[src/sv/bip_pkg.sv]
// Shared constants, types and the precedence function of the infix-to-postfix converter.
`default_nettype none
package bip_pkg;

    localparam logic [7:0] CH_NUL   = 8'h00;
    localparam logic [7:0] CH_NL    = 8'h0A;
    localparam logic [7:0] CH_SP    = 8'h20;
    localparam logic [7:0] CH_AMP   = 8'h26;
    localparam logic [7:0] CH_LP    = 8'h28;
    localparam logic [7:0] CH_RP    = 8'h29;
    localparam logic [7:0] CH_MINUS = 8'h2D;
    localparam logic [7:0] CH_EQ    = 8'h3D;
    localparam logic [7:0] CH_GT    = 8'h3E;
    localparam logic [7:0] CH_UA    = 8'h41;
    localparam logic [7:0] CH_UV    = 8'h56;
    localparam logic [7:0] CH_UZ    = 8'h5A;
    localparam logic [7:0] CH_CARET = 8'h5E;
    localparam logic [7:0] CH_LA    = 8'h61;
    localparam logic [7:0] CH_LV    = 8'h76;
    localparam logic [7:0] CH_LZ    = 8'h7A;
    localparam logic [7:0] CH_TILDE = 8'h7E;

    // offset of the uppercase letters in the seen-letter map
    localparam logic [7:0] UPPER_BASE = 8'd26;

    localparam logic [1:0] ST_OK      = 2'd0;
    localparam logic [1:0] ST_UNKNOWN = 2'd1;
    localparam logic [1:0] ST_UNBAL   = 2'd2;

    localparam int LETTER_BITS = 52;

    // request to the seen-letter tracker
    typedef struct packed {
        logic       mark;
        logic       clear;
        logic [7:0] ch;
    } bip_let_cmd_t;

    // '(' ranks lowest, negation highest
    function automatic logic [2:0] rank_of(input logic [7:0] c);
        logic [2:0] r;
        r = 3'd0;
        if (c == CH_EQ)
            r = 3'd1;
        else if (c == CH_GT)
            r = 3'd2;
        else if (c == CH_LV || c == CH_UV)
            r = 3'd3;
        else if (c == CH_AMP || c == CH_CARET)
            r = 3'd4;
        else if (c == CH_TILDE || c == CH_MINUS)
            r = 3'd5;
        return r;
    endfunction

endpackage
`default_nettype wire

[src/sv/bip_ram.sv]
// Generic single-port-write, single-port-read RAM with registered read data.
`default_nettype none
module bip_ram #(
    parameter int WIDTH = 8,
    parameter int DEPTH = 32
) (
    input  wire logic                     clk,
    input  wire logic                     we,
    input  wire logic [$clog2(DEPTH)-1:0] waddr,
    input  wire logic [WIDTH-1:0]         wdata,
    input  wire logic                     re,
    input  wire logic [$clog2(DEPTH)-1:0] raddr,
    output logic      [WIDTH-1:0]         rdata
);

    logic [WIDTH-1:0] mem [DEPTH];

    always_ff @(posedge clk)
    begin
        if (we)
        begin
            mem[waddr] <= wdata;
        end
        if (re)
        begin
            rdata <= mem[raddr];
        end
    end

endmodule
`default_nettype wire

[src/sv/bip_letters.sv]
// Seen-letter map and distinct letter counter.
`default_nettype none
module bip_letters
    import bip_pkg::*;
(
    input  wire logic         clk,
    input  wire logic         rst_n,
    input  wire bip_let_cmd_t cmd,
    output logic [5:0]        count
);

    logic [LETTER_BITS-1:0] seen_reg, seen_next;
    logic [5:0]             count_reg, count_next;
    logic [7:0]             idx_wide;
    logic [5:0]             idx;

    always_comb
    begin
        if (cmd.ch >= CH_LA)
            idx_wide = cmd.ch - CH_LA;
        else
            idx_wide = cmd.ch - CH_UA + UPPER_BASE;
        idx = idx_wide[5:0];
    end

    always_comb
    begin
        seen_next  = seen_reg;
        count_next = count_reg;
        if (cmd.clear)
        begin
            seen_next  = '0;
            count_next = '0;
        end
        else if (cmd.mark && !seen_reg[idx])
        begin
            seen_next[idx] = 1'b1;
            count_next     = count_reg + 6'd1;
        end
    end

    always_ff @(posedge clk or negedge rst_n)
    begin
        if (!rst_n)
        begin
            seen_reg  <= '0;
            count_reg <= '0;
        end
        else
        begin
            seen_reg  <= seen_next;
            count_reg <= count_next;
        end
    end

    assign count = count_reg;

endmodule
`default_nettype wire

[src/sv/bip_ctrl.sv]
// Sequencer: classifies characters, pushes and pops the operator stack RAM, drives the output.
`default_nettype none
module bip_ctrl
    import bip_pkg::*;
#(
    parameter int STACK_DEPTH = 32
) (
    input  wire logic                           clk,
    input  wire logic                           rst_n,
    input  wire logic                           s_tvalid,
    output logic                                s_tready,
    input  wire logic [7:0]                     s_tdata,
    input  wire logic                           s_tlast,
    output logic                                m_tvalid,
    input  wire logic                           m_tready,
    output logic      [15:0]                    m_tdata,
    output logic                                m_tlast,
    output logic                                ram_we,
    output logic      [$clog2(STACK_DEPTH)-1:0] ram_waddr,
    output logic      [7:0]                     ram_wdata,
    output logic                                ram_re,
    output logic      [$clog2(STACK_DEPTH)-1:0] ram_raddr,
    input  wire logic [7:0]                     ram_rdata,
    output bip_let_cmd_t                        let_cmd,
    input  wire logic [5:0]                     let_count
);

    localparam int AW = $clog2(STACK_DEPTH);
    localparam int PW = $clog2(STACK_DEPTH + 1);
    localparam logic [PW-1:0] SP_FULL = PW'(STACK_DEPTH);
    localparam logic [PW-1:0] SP_ONE  = PW'(1);
    localparam logic [PW-1:0] SP_TWO  = PW'(2);

    typedef enum logic [2:0] {
        S_IDLE = 3'b001,
        S_READ = 3'b010,
        S_TAIL = 3'b100
    } state_t;

    typedef enum logic [1:0] {
        MODE_BIN   = 2'd0,
        MODE_CLOSE = 2'd1,
        MODE_FLUSH = 2'd2
    } mode_t;

    state_t      state_reg, state_next;
    mode_t       mode_reg, mode_next;
    logic [PW-1:0] sp_reg, sp_next;
    logic [7:0]  op_reg, op_next;
    logic        bad_reg, bad_next;
    logic        pend_valid_reg, pend_valid_next;
    logic [7:0]  pend_char_reg, pend_char_next;
    logic [1:0]  pend_stat_reg, pend_stat_next;
    logic        fin_valid_reg, fin_valid_next;
    logic [7:0]  fin_char_reg, fin_char_next;
    logic [1:0]  fin_stat_reg, fin_stat_next;
    logic        fin_clear_reg, fin_clear_next;
    logic        oval_reg, oval_next;
    logic [7:0]  ochar_reg, ochar_next;
    logic [5:0]  ocount_reg, ocount_next;
    logic [1:0]  ostat_reg, ostat_next;
    logic        olast_reg, olast_next;

    logic [PW-1:0] sp_m1, sp_m2;
    logic        out_free;
    logic        is_letter, is_unary, is_binary;
    logic        pop_it, top_bad;

    assign sp_m1    = sp_reg - SP_ONE;
    assign sp_m2    = sp_reg - SP_TWO;
    assign out_free = !oval_reg || m_tready;
    assign s_tready = (state_reg == S_IDLE);

    always_comb
    begin
        is_letter = ((s_tdata >= CH_LA && s_tdata <= CH_LZ) ||
                     (s_tdata >= CH_UA && s_tdata <= CH_UZ)) &&
                    s_tdata != CH_LV && s_tdata != CH_UV;
        is_unary  = s_tdata == CH_TILDE || s_tdata == CH_MINUS || s_tdata == CH_LP;
        is_binary = s_tdata == CH_EQ || s_tdata == CH_GT || s_tdata == CH_LV ||
                    s_tdata == CH_UV || s_tdata == CH_AMP || s_tdata == CH_CARET;
        top_bad   = (mode_reg == MODE_FLUSH) && (ram_rdata == CH_LP);
        pop_it    = (mode_reg == MODE_FLUSH) ||
                    (mode_reg == MODE_BIN && rank_of(ram_rdata) >= rank_of(op_reg)) ||
                    (mode_reg == MODE_CLOSE && ram_rdata != CH_LP);
    end

    always_comb
    begin
        state_next      = state_reg;
        mode_next       = mode_reg;
        sp_next         = sp_reg;
        op_next         = op_reg;
        bad_next        = bad_reg;
        pend_valid_next = pend_valid_reg;
        pend_char_next  = pend_char_reg;
        pend_stat_next  = pend_stat_reg;
        fin_valid_next  = fin_valid_reg;
        fin_char_next   = fin_char_reg;
        fin_stat_next   = fin_stat_reg;
        fin_clear_next  = fin_clear_reg;
        oval_next       = oval_reg && !m_tready;
        ochar_next      = ochar_reg;
        ocount_next     = ocount_reg;
        ostat_next      = ostat_reg;
        olast_next      = olast_reg;
        ram_we          = 1'b0;
        ram_waddr       = sp_reg[AW-1:0];
        ram_wdata       = op_reg;
        ram_re          = 1'b0;
        ram_raddr       = sp_m1[AW-1:0];
        let_cmd.mark    = 1'b0;
        let_cmd.clear   = 1'b0;
        let_cmd.ch      = s_tdata;

        unique case (state_reg)
            S_IDLE:
            begin
                if (s_tvalid)
                begin
                    fin_valid_next = 1'b0;
                    fin_clear_next = 1'b0;
                    fin_char_next  = CH_NUL;
                    fin_stat_next  = ST_OK;
                    op_next        = s_tdata;
                    bad_next       = 1'b0;
                    priority if (s_tlast)
                    begin
                        mode_next = MODE_FLUSH;
                        if (sp_reg != '0)
                        begin
                            ram_re     = 1'b1;
                            state_next = S_READ;
                        end
                        else
                        begin
                            fin_valid_next = 1'b1;
                            fin_clear_next = 1'b1;
                            state_next     = S_TAIL;
                        end
                    end
                    else if (is_letter)
                    begin
                        let_cmd.mark   = 1'b1;
                        fin_valid_next = 1'b1;
                        fin_char_next  = s_tdata;
                        state_next     = S_TAIL;
                    end
                    else if (is_unary)
                    begin
                        // full stack drops the request silently
                        if (sp_reg < SP_FULL)
                        begin
                            ram_we    = 1'b1;
                            ram_wdata = s_tdata;
                            sp_next   = sp_reg + SP_ONE;
                        end
                    end
                    else if (is_binary)
                    begin
                        mode_next = MODE_BIN;
                        if (sp_reg != '0)
                        begin
                            ram_re     = 1'b1;
                            state_next = S_READ;
                        end
                        else
                        begin
                            ram_we    = 1'b1;
                            ram_wdata = s_tdata;
                            sp_next   = SP_ONE;
                        end
                    end
                    else if (s_tdata == CH_RP)
                    begin
                        mode_next = MODE_CLOSE;
                        if (sp_reg != '0)
                        begin
                            ram_re     = 1'b1;
                            state_next = S_READ;
                        end
                        else
                        begin
                            fin_valid_next = 1'b1;
                            fin_stat_next  = ST_UNBAL;
                            state_next     = S_TAIL;
                        end
                    end
                    else if (s_tdata == CH_SP || s_tdata == CH_NL)
                    begin
                        state_next = S_IDLE;
                    end
                    else
                    begin
                        fin_valid_next = 1'b1;
                        fin_char_next  = s_tdata;
                        fin_stat_next  = ST_UNKNOWN;
                        state_next     = S_TAIL;
                    end
                end
            end

            S_READ:
            begin
                if (pop_it)
                begin
                    // a popped entry waits in pend until we know whether it ends the run
                    if (!pend_valid_reg || out_free)
                    begin
                        if (pend_valid_reg)
                        begin
                            oval_next   = 1'b1;
                            ochar_next  = pend_char_reg;
                            ostat_next  = pend_stat_reg;
                            ocount_next = let_count;
                            olast_next  = 1'b0;
                        end
                        pend_valid_next = 1'b1;
                        pend_char_next  = ram_rdata;
                        pend_stat_next  = top_bad ? ST_UNBAL : ST_OK;
                        bad_next        = bad_reg || top_bad;
                        sp_next         = sp_m1;
                        if (sp_reg > SP_ONE)
                        begin
                            ram_re    = 1'b1;
                            ram_raddr = sp_m2[AW-1:0];
                        end
                        else
                        begin
                            state_next = S_TAIL;
                            unique case (mode_reg)
                                MODE_BIN:
                                begin
                                    ram_we    = 1'b1;
                                    ram_waddr = '0;
                                    sp_next   = SP_ONE;
                                end
                                MODE_CLOSE:
                                begin
                                    fin_valid_next = 1'b1;
                                    fin_stat_next  = ST_UNBAL;
                                end
                                MODE_FLUSH:
                                begin
                                    fin_valid_next = 1'b1;
                                    fin_clear_next = 1'b1;
                                    fin_stat_next  = (bad_reg || top_bad) ? ST_UNBAL : ST_OK;
                                end
                                default:
                                begin
                                    fin_valid_next = 1'b0;
                                end
                            endcase
                        end
                    end
                end
                else
                begin
                    state_next = S_TAIL;
                    if (mode_reg == MODE_CLOSE)
                    begin
                        sp_next = sp_m1;
                    end
                    else if (sp_reg < SP_FULL)
                    begin
                        ram_we  = 1'b1;
                        sp_next = sp_reg + SP_ONE;
                    end
                end
            end

            S_TAIL:
            begin
                priority if (pend_valid_reg)
                begin
                    if (out_free)
                    begin
                        oval_next       = 1'b1;
                        ochar_next      = pend_char_reg;
                        ostat_next      = pend_stat_reg;
                        ocount_next     = let_count;
                        olast_next      = !fin_valid_reg;
                        pend_valid_next = 1'b0;
                        if (!fin_valid_reg)
                            state_next = S_IDLE;
                    end
                end
                else if (fin_valid_reg)
                begin
                    if (out_free)
                    begin
                        oval_next      = 1'b1;
                        ochar_next     = fin_char_reg;
                        ostat_next     = fin_stat_reg;
                        ocount_next    = let_count;
                        olast_next     = 1'b1;
                        fin_valid_next = 1'b0;
                        let_cmd.clear  = fin_clear_reg;
                        state_next     = S_IDLE;
                    end
                end
                else
                begin
                    state_next = S_IDLE;
                end
            end

            default:
            begin
                state_next = S_IDLE;
            end
        endcase
    end

    always_ff @(posedge clk or negedge rst_n)
    begin
        if (!rst_n)
        begin
            state_reg      <= S_IDLE;
            mode_reg       <= MODE_BIN;
            sp_reg         <= '0;
            bad_reg        <= 1'b0;
            pend_valid_reg <= 1'b0;
            fin_valid_reg  <= 1'b0;
            fin_clear_reg  <= 1'b0;
            oval_reg       <= 1'b0;
        end
        else
        begin
            state_reg      <= state_next;
            mode_reg       <= mode_next;
            sp_reg         <= sp_next;
            bad_reg        <= bad_next;
            pend_valid_reg <= pend_valid_next;
            fin_valid_reg  <= fin_valid_next;
            fin_clear_reg  <= fin_clear_next;
            oval_reg       <= oval_next;
        end
    end

    always_ff @(posedge clk)
    begin
        op_reg        <= op_next;
        pend_char_reg <= pend_char_next;
        pend_stat_reg <= pend_stat_next;
        fin_char_reg  <= fin_char_next;
        fin_stat_reg  <= fin_stat_next;
        ochar_reg     <= ochar_next;
        ocount_reg    <= ocount_next;
        ostat_reg     <= ostat_next;
        olast_reg     <= olast_next;
    end

    assign m_tvalid = oval_reg;
    assign m_tdata  = {ostat_reg, ocount_reg, ochar_reg};
    assign m_tlast  = olast_reg;

`ifndef SYNTH
    a_sp_range: assert property (@(posedge clk) disable iff (!rst_n)
        sp_reg <= SP_FULL)
        else $error("stack pointer beyond depth");

    a_read_nonempty: assert property (@(posedge clk) disable iff (!rst_n)
        state_reg == S_READ |-> sp_reg != '0)
        else $error("stack read with empty stack");

    a_no_rw_clash: assert property (@(posedge clk) disable iff (!rst_n)
        !(ram_we && ram_re))
        else $error("stack write and read in one cycle");

    a_pend_context: assert property (@(posedge clk) disable iff (!rst_n)
        pend_valid_reg |-> (state_reg == S_READ || state_reg == S_TAIL))
        else $error("pending pop left behind in idle");

    a_flush_empties: assert property (@(posedge clk) disable iff (!rst_n)
        (state_reg == S_TAIL && fin_clear_reg && fin_valid_reg) |-> sp_reg == '0)
        else $error("terminator with non-empty stack");
`endif

endmodule
`default_nettype wire

[src/sv/bool_infix_to_postfix_top.sv]
// Top level of the boolean infix-to-postfix converter.
// A letter or unknown character goes from the idle state through the tail state to the output;
// '~', '-', '(', blanks and a binary operator on an empty stack are handled in idle alone. A
// binary operator, ')' and the end marker on a non-empty stack read and pop the stack in the
// read state, then finish in the tail state. One read port pops one entry per cycle while the
// output accepts; output stalls hold the pops. The output register lets the next request in.
// Reset clears control, stack pointer and the letter map; stack RAM contents stay undefined.
`default_nettype none
module bool_infix_to_postfix_top
    import bip_pkg::*;
#(
    parameter int STACK_DEPTH = 32
) (
    input  wire logic        clk,
    input  wire logic        rst_n,
    input  wire logic        s_tvalid,
    output logic             s_tready,
    input  wire logic [7:0]  s_tdata,   // [7:0] ch
    input  wire logic        s_tlast,   // end_of_expr
    output logic             m_tvalid,
    input  wire logic        m_tready,
    output logic      [15:0] m_tdata,   // [7:0] out_char, [13:8] var_count, [15:14] status
    output logic             m_tlast    // last
);

    localparam int AW = $clog2(STACK_DEPTH);

    logic          ram_we;
    logic [AW-1:0] ram_waddr;
    logic [7:0]    ram_wdata;
    logic          ram_re;
    logic [AW-1:0] ram_raddr;
    logic [7:0]    ram_rdata;
    bip_let_cmd_t  let_cmd;
    logic [5:0]    let_count;

    bip_ctrl #(
        .STACK_DEPTH(STACK_DEPTH)
    ) u_ctrl (
        .clk      (clk),
        .rst_n    (rst_n),
        .s_tvalid (s_tvalid),
        .s_tready (s_tready),
        .s_tdata  (s_tdata),
        .s_tlast  (s_tlast),
        .m_tvalid (m_tvalid),
        .m_tready (m_tready),
        .m_tdata  (m_tdata),
        .m_tlast  (m_tlast),
        .ram_we   (ram_we),
        .ram_waddr(ram_waddr),
        .ram_wdata(ram_wdata),
        .ram_re   (ram_re),
        .ram_raddr(ram_raddr),
        .ram_rdata(ram_rdata),
        .let_cmd  (let_cmd),
        .let_count(let_count)
    );

    bip_ram #(
        .WIDTH(8),
        .DEPTH(STACK_DEPTH)
    ) u_stack (
        .clk  (clk),
        .we   (ram_we),
        .waddr(ram_waddr),
        .wdata(ram_wdata),
        .re   (ram_re),
        .raddr(ram_raddr),
        .rdata(ram_rdata)
    );

    bip_letters u_letters (
        .clk  (clk),
        .rst_n(rst_n),
        .cmd  (let_cmd),
        .count(let_count)
    );

endmodule
`default_nettype wire
[config.mk]
export PLATFORM = sky130hd
export DESIGN_NAME = bool_infix_to_postfix_top
export DESIGN_NICKNAME = d
export VERILOG_FILES = /design/src/sv/bip_pkg.sv /design/src/sv/bip_ram.sv /design/src/sv/bip_letters.sv /design/src/sv/bip_ctrl.sv /design/src/sv/bool_infix_to_postfix_top.sv
export SDC_FILE = /design/constraint.sdc
export NUM_CORES = 1
export LEC_CHECK = 0
export BUFFER_PORTS_ARGS = -buffer_cell sky130_fd_sc_hd__buf_2
export CAP_MARGIN = 20
export CELL_PAD_IN_SITES_DETAIL_PLACEMENT = 1
export CELL_PAD_IN_SITES_GLOBAL_PLACEMENT = 2
export CORE_MARGIN = 2
export CORE_UTILIZATION = 47
export CTS_CLUSTER_DIAMETER = 200
export DETAILED_ROUTE_END_ITERATION = 12
export GPL_ROUTABILITY_DRIVEN = 0
export PLACE_DENSITY = 0.9
export SKIP_CTS_REPAIR_TIMING = 1
export SYNTH_ARGS = -nofsm -noshare
export SYNTH_HDL_FRONTEND = slang
export SYNTH_HIERARCHICAL = 1
export SYNTH_SLANG_ARGS = --single-unit
[constraint.sdc]
create_clock -name clk -period 6.3 [get_ports clk]
set_input_delay 1.89 -clock clk [delete_from_list [all_inputs] [get_ports clk]]
set_output_delay 1.89 -clock clk [all_outputs]
set_load 0.02 [all_outputs]
==> results.json, run 1 <==
{
  "outcome": "complete, no violations",
  "yosysTopAreaCell": "edfxtp_1",
  "critPathLaunchType": "flop",
  "cts_buffer_depth": 3,
  "p_switching_mw": 2.81,
  "clock_power_share_pct": 27.3,
  "p_seq_share_pct": 37.3,
  "path_clk_slew_ns": 0.06,
  "hold_viol_final": 0,
  "synth_ff_type": "edfxtp_1",
  "switching_share_pct": 32.7,
  "largest_reg_flops": 256,
  "cts_buffers": 41,
  "grt_pass1_wl_um": 66800,
  "cp.required_ns": 6.62,
  "setup_tns_ns": 0,
  "power_frac_comb_pct": 35.4,
  "die_area_um2": 37900,
  "fillCellCount": 3367,
  "setup_viol": 0,
  "num_vias": 10245,
  "wire_per_inst_um": 25.9,
  "crit_arrival_ns": 6.05,
  "maxCapViolCount": 0,
  "synth_cells": 1090,
  "io_buffer_count": 31,
  "critPathKind": "reg -> reg",
  "multi_input_comb_area_um2": 5600,
  "yosys_warnings": 6,
  "slew_viol_final": 0,
  "dp_hpwl_um": 27000,
  "nets": 1180,
  "cp-end-kind": "flop",
  "synth_cell_type_count": 93,
  "tightest_slew_ns": 1.01,
  "min_path_type": "reg -> reg",
  "ys_seq_area_share_pct": 65.0,
  "mostFrequentLayoutCell": "edfxtp_1",
  "drtAntennaViolNets": 0,
  "final_util_pct": 54.1,
  "grt_max_degree": 75,
  "initial_core_util_pct": 47.9,
  "wirelength_um": 42700,
  "powerDensity_nw_per_um2": 446,
  "finClkSkew_ns": 0.0347,
  "crit_fanout": 24,
  "synth-seq-cells": 382,
  "grt_usage_pct": 23.3,
  "worst_slack_ns": 0.564,
  "tritoncts": "built",
  "diodes": 0,
  "power_leakage_nw": 6.76,
  "peakVddDrop_uv": 372,
  "synth_area_leaders": "edfxtp_1 (54%), mux4_2 (11%), dfrtp_1 (11%)",
  "cts_sinks": 382,
  "grt_pass1_vias": 10736,
  "period_needed_ns": 5.74,
  "coreArea_um2": 35700,
  "grt_overflow_total": 0,
  "die_x_um": 195,
  "fin_crit_sh_pct": 91.0,
  "pre_cts_ws_ns": 0.733,
  "drive_above_1_share_pct": 24.7,
  "clock_latency_ns": 0.58,
  "synth_edf_count": 308,
  "via_per_inst": 6.23,
  "avgSynthCellArea_um2": 15.7,
  "register_area_um2": 11100,
  "dr.pass1.iters": 5,
  "drcViolationCount": 0,
  "synth_area_um2": 17100,
  "p_int_mw": 5.79,
  "synth-async-reset-ratio_pct": 19.4,
  "rows": 69,
  "synth_top_area_share_pct": 54.1,
  "drt_iter0_markers": 833,
  "final_cell_mix": "edfxtp_1 (308), nor2_1 (96), mux4_2 (87)",
  "max_freq_ghz": 0.174,
  "ios": 32,
  "die_h_um": 195,
  "max_slew_margin_pct": 32.6,
  "htreeDepth": 2,
  "antenna_found_initial": 0,
  "rsz0062_at_grt": "no",
  "power.total_mw": 8.59,
  "area_growth_pct": 12.8,
  "root_buffer": "clkbuf_16",
  "syn-num-nets": 1119
}
critical path, cell delays in order, from the launching register on:
cell	delay [ns]
edfxtp_1	0.54
nor2b_1	0.27
nand3_1	0.14
o21ai_0	0.11
nand2_1	0.08
ha_1	0.29
or3b_2	0.49
a21o_1	0.22
a211oi_1	0.56
nor2_1	0.36
xnor2_2	0.71
buf_12	0.31
mux4_2	0.56
mux4_2	0.53
mux2_2	0.30
Yosys cell counts (17+ instances only):
| library cell | number |
|---|---|
| nand2_1 | 41 |
| inv_1 | 25 |
| nand3_1 | 26 |
| mux2_2 | 26 |
| clkbuf_1 | 25 |
| mux4_2 | 87 |
| a21oi_1 | 55 |
| dfrtp_1 | 73 |
| edfxtp_1 | 308 |
| o21ai_0 | 17 |
| nor2_1 | 96 |
| nor3_1 | 20 |
cell type report:
| type | instances | area share (%) |
|---|---|---|
| timing repair buffer | 80 | 3.09 |
| multi-input combinational | 621 | 29.1 |
| tap | 461 | 2.99 |
| clock buffer | 47 | 5.55 |
| inverter | 25 | 0.487 |
| sequential | 382 | 57.6 |
| clock inverter | 29 | 1.23 |
per-layer routing:
| layer | routed length, µm | global-route usage, % | up-vias |
|---|---|---|---|
| li1 | - | - | 4447 |
| met1 | 18100 | 32.2 | 5333 |
| met2 | 20700 | 37.2 | 375 |
| met3 | 2480 | 4.41 | 90 |
| met4 | 1380 | 8.55 | 0 |
| met5 | 0 | 0 | - |
path summary, 6_finish.rpt:
path,cells after the start,from,to,slack (ns)
setup / recovery,14,u_stack/rdata[0],u_stack/rdata[7],0.56
hold / removal,0,u_letters/count[5],u_ctrl/ocount_reg[5],0.46
setup reg to reg,14,u_stack/rdata[0],u_stack/rdata[7],0.56
hold reg to reg,0,u_letters/count[5],u_ctrl/ocount_reg[5],0.46
max in group asynchronous,1,rst_n,u_letters/seen_reg[48],4.14
min in group asynchronous,1,rst_n,u_ctrl/pend_valid_reg,1.45
power by group through the flow:
| stage | Combinational, mW | Clock (mW) | Sequential (mW) |
|---|---|---|---|
| after floorplan | 2.14 | 0 | 3.19 |
| after global placement | 2.91 | 0 | 3.24 |
| after detailed placement | 3.01 | 0 | 3.25 |
| after CTS | 3.06 | 2.40 | 3.20 |
| after global routing | 3.24 | 2.50 | 3.22 |
| final | 3.04 | 2.35 | 3.20 |
per-stage QoR:
stage	hold WS, ns	area, µm²	cells
final	0.456	19300	1645
after global routing	0.478	19300	1645
after CTS	0.457	19300	1645
after detailed placement	0.434	18000	1569
after global placement	0.431	17900	1568
after floorplan	0.425	17100	1090
kinds of logic after synthesis:
kind of cell	after synthesis	synth area share, %
DFF	382	65.0
and+or+nand+nor	278	8.48
AOI/OAI and AO/OA	187	8.23
muxes	131	14.2
buffers and inverters	87	2.45
adders and majority gates	17	1.23
xor gates and xnor gates	8	0.410
Note: power is estimated with default switching activity, not from simulation.
==> run 2: changes to the inputs <==
--- a/config.mk
+++ b/config.mk
@@ -6,15 +6,14 @@
 export NUM_CORES = 1
 export LEC_CHECK = 0
 export BUFFER_PORTS_ARGS = -buffer_cell sky130_fd_sc_hd__buf_2
-export CAP_MARGIN = 20
 export CELL_PAD_IN_SITES_DETAIL_PLACEMENT = 1
 export CELL_PAD_IN_SITES_GLOBAL_PLACEMENT = 2
 export CORE_MARGIN = 2
-export CORE_UTILIZATION = 47
+export CORE_UTILIZATION = 51
 export CTS_CLUSTER_DIAMETER = 200
 export DETAILED_ROUTE_END_ITERATION = 12
 export GPL_ROUTABILITY_DRIVEN = 0
-export PLACE_DENSITY = 0.9
+export PLACE_DENSITY = 0.95
 export SKIP_CTS_REPAIR_TIMING = 1
 export SYNTH_ARGS = -nofsm -noshare
 export SYNTH_HDL_FRONTEND = slang
==> constraint.sdc (replaced) <==
create_clock -name clk -period 7.35 [get_ports clk]
set_input_delay 2.205 -clock clk [delete_from_list [all_inputs] [get_ports clk]]
set_output_delay 2.205 -clock clk [all_outputs]
set_load 0.02 [all_outputs]
==> results.json, run 2 (synthesis gave the netlist of run 1 again) <==
{
  "root_buffer": "clkbuf_16",
  "max_freq_ghz": 0.170,
  "diodes": 0,
  "final_cell_mix": "edfxtp_1 (308), nor2_1 (96), mux4_2 (87)",
  "setup_viol": 0,
  "critPathKind": "in -> reg",
  "grt_pass1_wl_um": 64700,
  "period_needed_ns": 5.87,
  "cts_sinks": 382,
  "antenna_found_initial": 0,
  "cts_buffers": 41,
  "clock_latency_ns": 0.56,
  "tightest_slew_ns": 1.08,
  "rows": 67,
  "power_leakage_nw": 6.54,
  "cp_cell_sequence": "buf_2, nand4bb_1, nor4_1, o21ai_0, a2111oi_4, buf_4, o21bai_1, or3b_2, nor2_1",
  "peakVddDrop_uv": 214,
  "drt_iter0_markers": 770,
  "powerDensity_nw_per_um2": 385,
  "die_h_um": 187,
  "htreeDepth": 2,
  "slew_viol_final": 0,
  "dr.pass1.iters": 5,
  "fin_crit_sh_pct": 79.9,
  "maxCapViolCount": 0,
  "critPathLaunchType": "input pin",
  "grt_usage_pct": 24.0,
  "cts_buffer_depth": 3,
  "finClkSkew_ns": 0.0279,
  "outcome": "complete, no violations",
  "crit_fanout": 21,
  "drcViolationCount": 0,
  "wire_per_inst_um": 25.7,
  "final_util_pct": 56.9,
  "hold_viol_final": 0,
  "largest_reg_flops": 256,
  "wirelength_um": 41000,
  "via_per_inst": 6.27,
  "drtAntennaViolNets": 0,
  "nets": 1145,
  "cp.required_ns": 7.53,
  "mostFrequentLayoutCell": "edfxtp_1",
  "drive_above_1_share_pct": 22.1,
  "setup_tns_ns": 0,
  "crit_arrival_ns": 6.06,
  "grt_overflow_total": 0,
  "dp_hpwl_um": 26400,
  "tritoncts": "built",
  "die_x_um": 187,
  "grt_pass1_vias": 10626,
  "coreArea_um2": 33300,
  "cpLargestDelayFamily": "simple AND/OR/NAND/NOR gates",
  "path_clk_slew_ns": 0.06,
  "max_slew_margin_pct": 27.4,
  "rsz0062_at_grt": "no",
  "die_area_um2": 35000,
  "initial_core_util_pct": 51.4,
  "grt_max_degree": 75,
  "ios": 32,
  "hold_slack_ns": 0.448,
  "slowest_stage": "nor4_1",
  "critPathBufInv": 2,
  "io_buffer_count": 31,
  "num_vias": 10008,
  "slowest_delay_ns": 0.74,
  "power.total_mw": 7.29,
  "fillCellCount": 3098,
  "area_growth_pct": 10.8,
  "min_path_type": "reg -> reg",
  "cp-end-kind": "flop"
}
[run 2: cell count changes in the layout (fill, tap and decap cells not counted), sizes merged]
cell,delta
buf,-35
clkinv,-10
clkinvlp,+1
bufinv,-2
clkbuf,+10
[run 2: per-layer routing]
layer	share of wire, %	track usage [%]
met5	0	0
met4	2.3	7.23
met3	5.1	4.17
met2	50	40.0
met1	42	32.7
[run 2: path summary, 6_finish.rpt]
| path | startpoint | endpoint | slack, ns | depth (start not counted) |
|---|---|---|---|---|
| worst max-delay path | s_tdata[5] | u_stack/mem[12][2] | 1.48 | 9 |
| worst min-delay path | u_letters/count[5] | u_ctrl/ocount_reg[5] | 0.45 | 0 |
| worst max register to register | u_stack/rdata[0] | u_stack/rdata[6] | 1.70 | 14 |
| worst min register to register | u_letters/count[5] | u_ctrl/ocount_reg[5] | 0.45 | 0 |
| max in group asynchronous | rst_n | u_letters/seen_reg[29] | 4.84 | 1 |
| min in group asynchronous | rst_n | u_ctrl/m_tvalid | 1.78 | 1 |
[run 2: per-stage QoR]
step           setup slack (ns)  std cells  cell area [µm²]
5_1_grt                    1.30       1596            18900
4_1_cts                    1.56       1596            18900
3_3_place_gp               1.16       1521            17600
6_report                   1.48       1596            18900
2_1_floorplan              1.93       1090            17100
3_5_place_dp              0.968       1521            17600
[run 2: layout make-up]
class                      count  area, µm²  area share (%)
sequential                   382      11100            58.6
multi-input combinational    621       5610            29.6
clock buffer                  57       1140            6.00
tap                          448        561            2.96
timing repair buffer          45        275            1.45
clock inverter                18        161           0.852
inverter                      25       93.8           0.496
[run 2: power by group]
part	total [mW]	internal (mW)	switching (mW)
Sequential	2.74	2.60	0.141
Combinational	2.58	1.15	1.42
Clock	1.97	1.13	0.845
Total	7.29	4.88	2.41
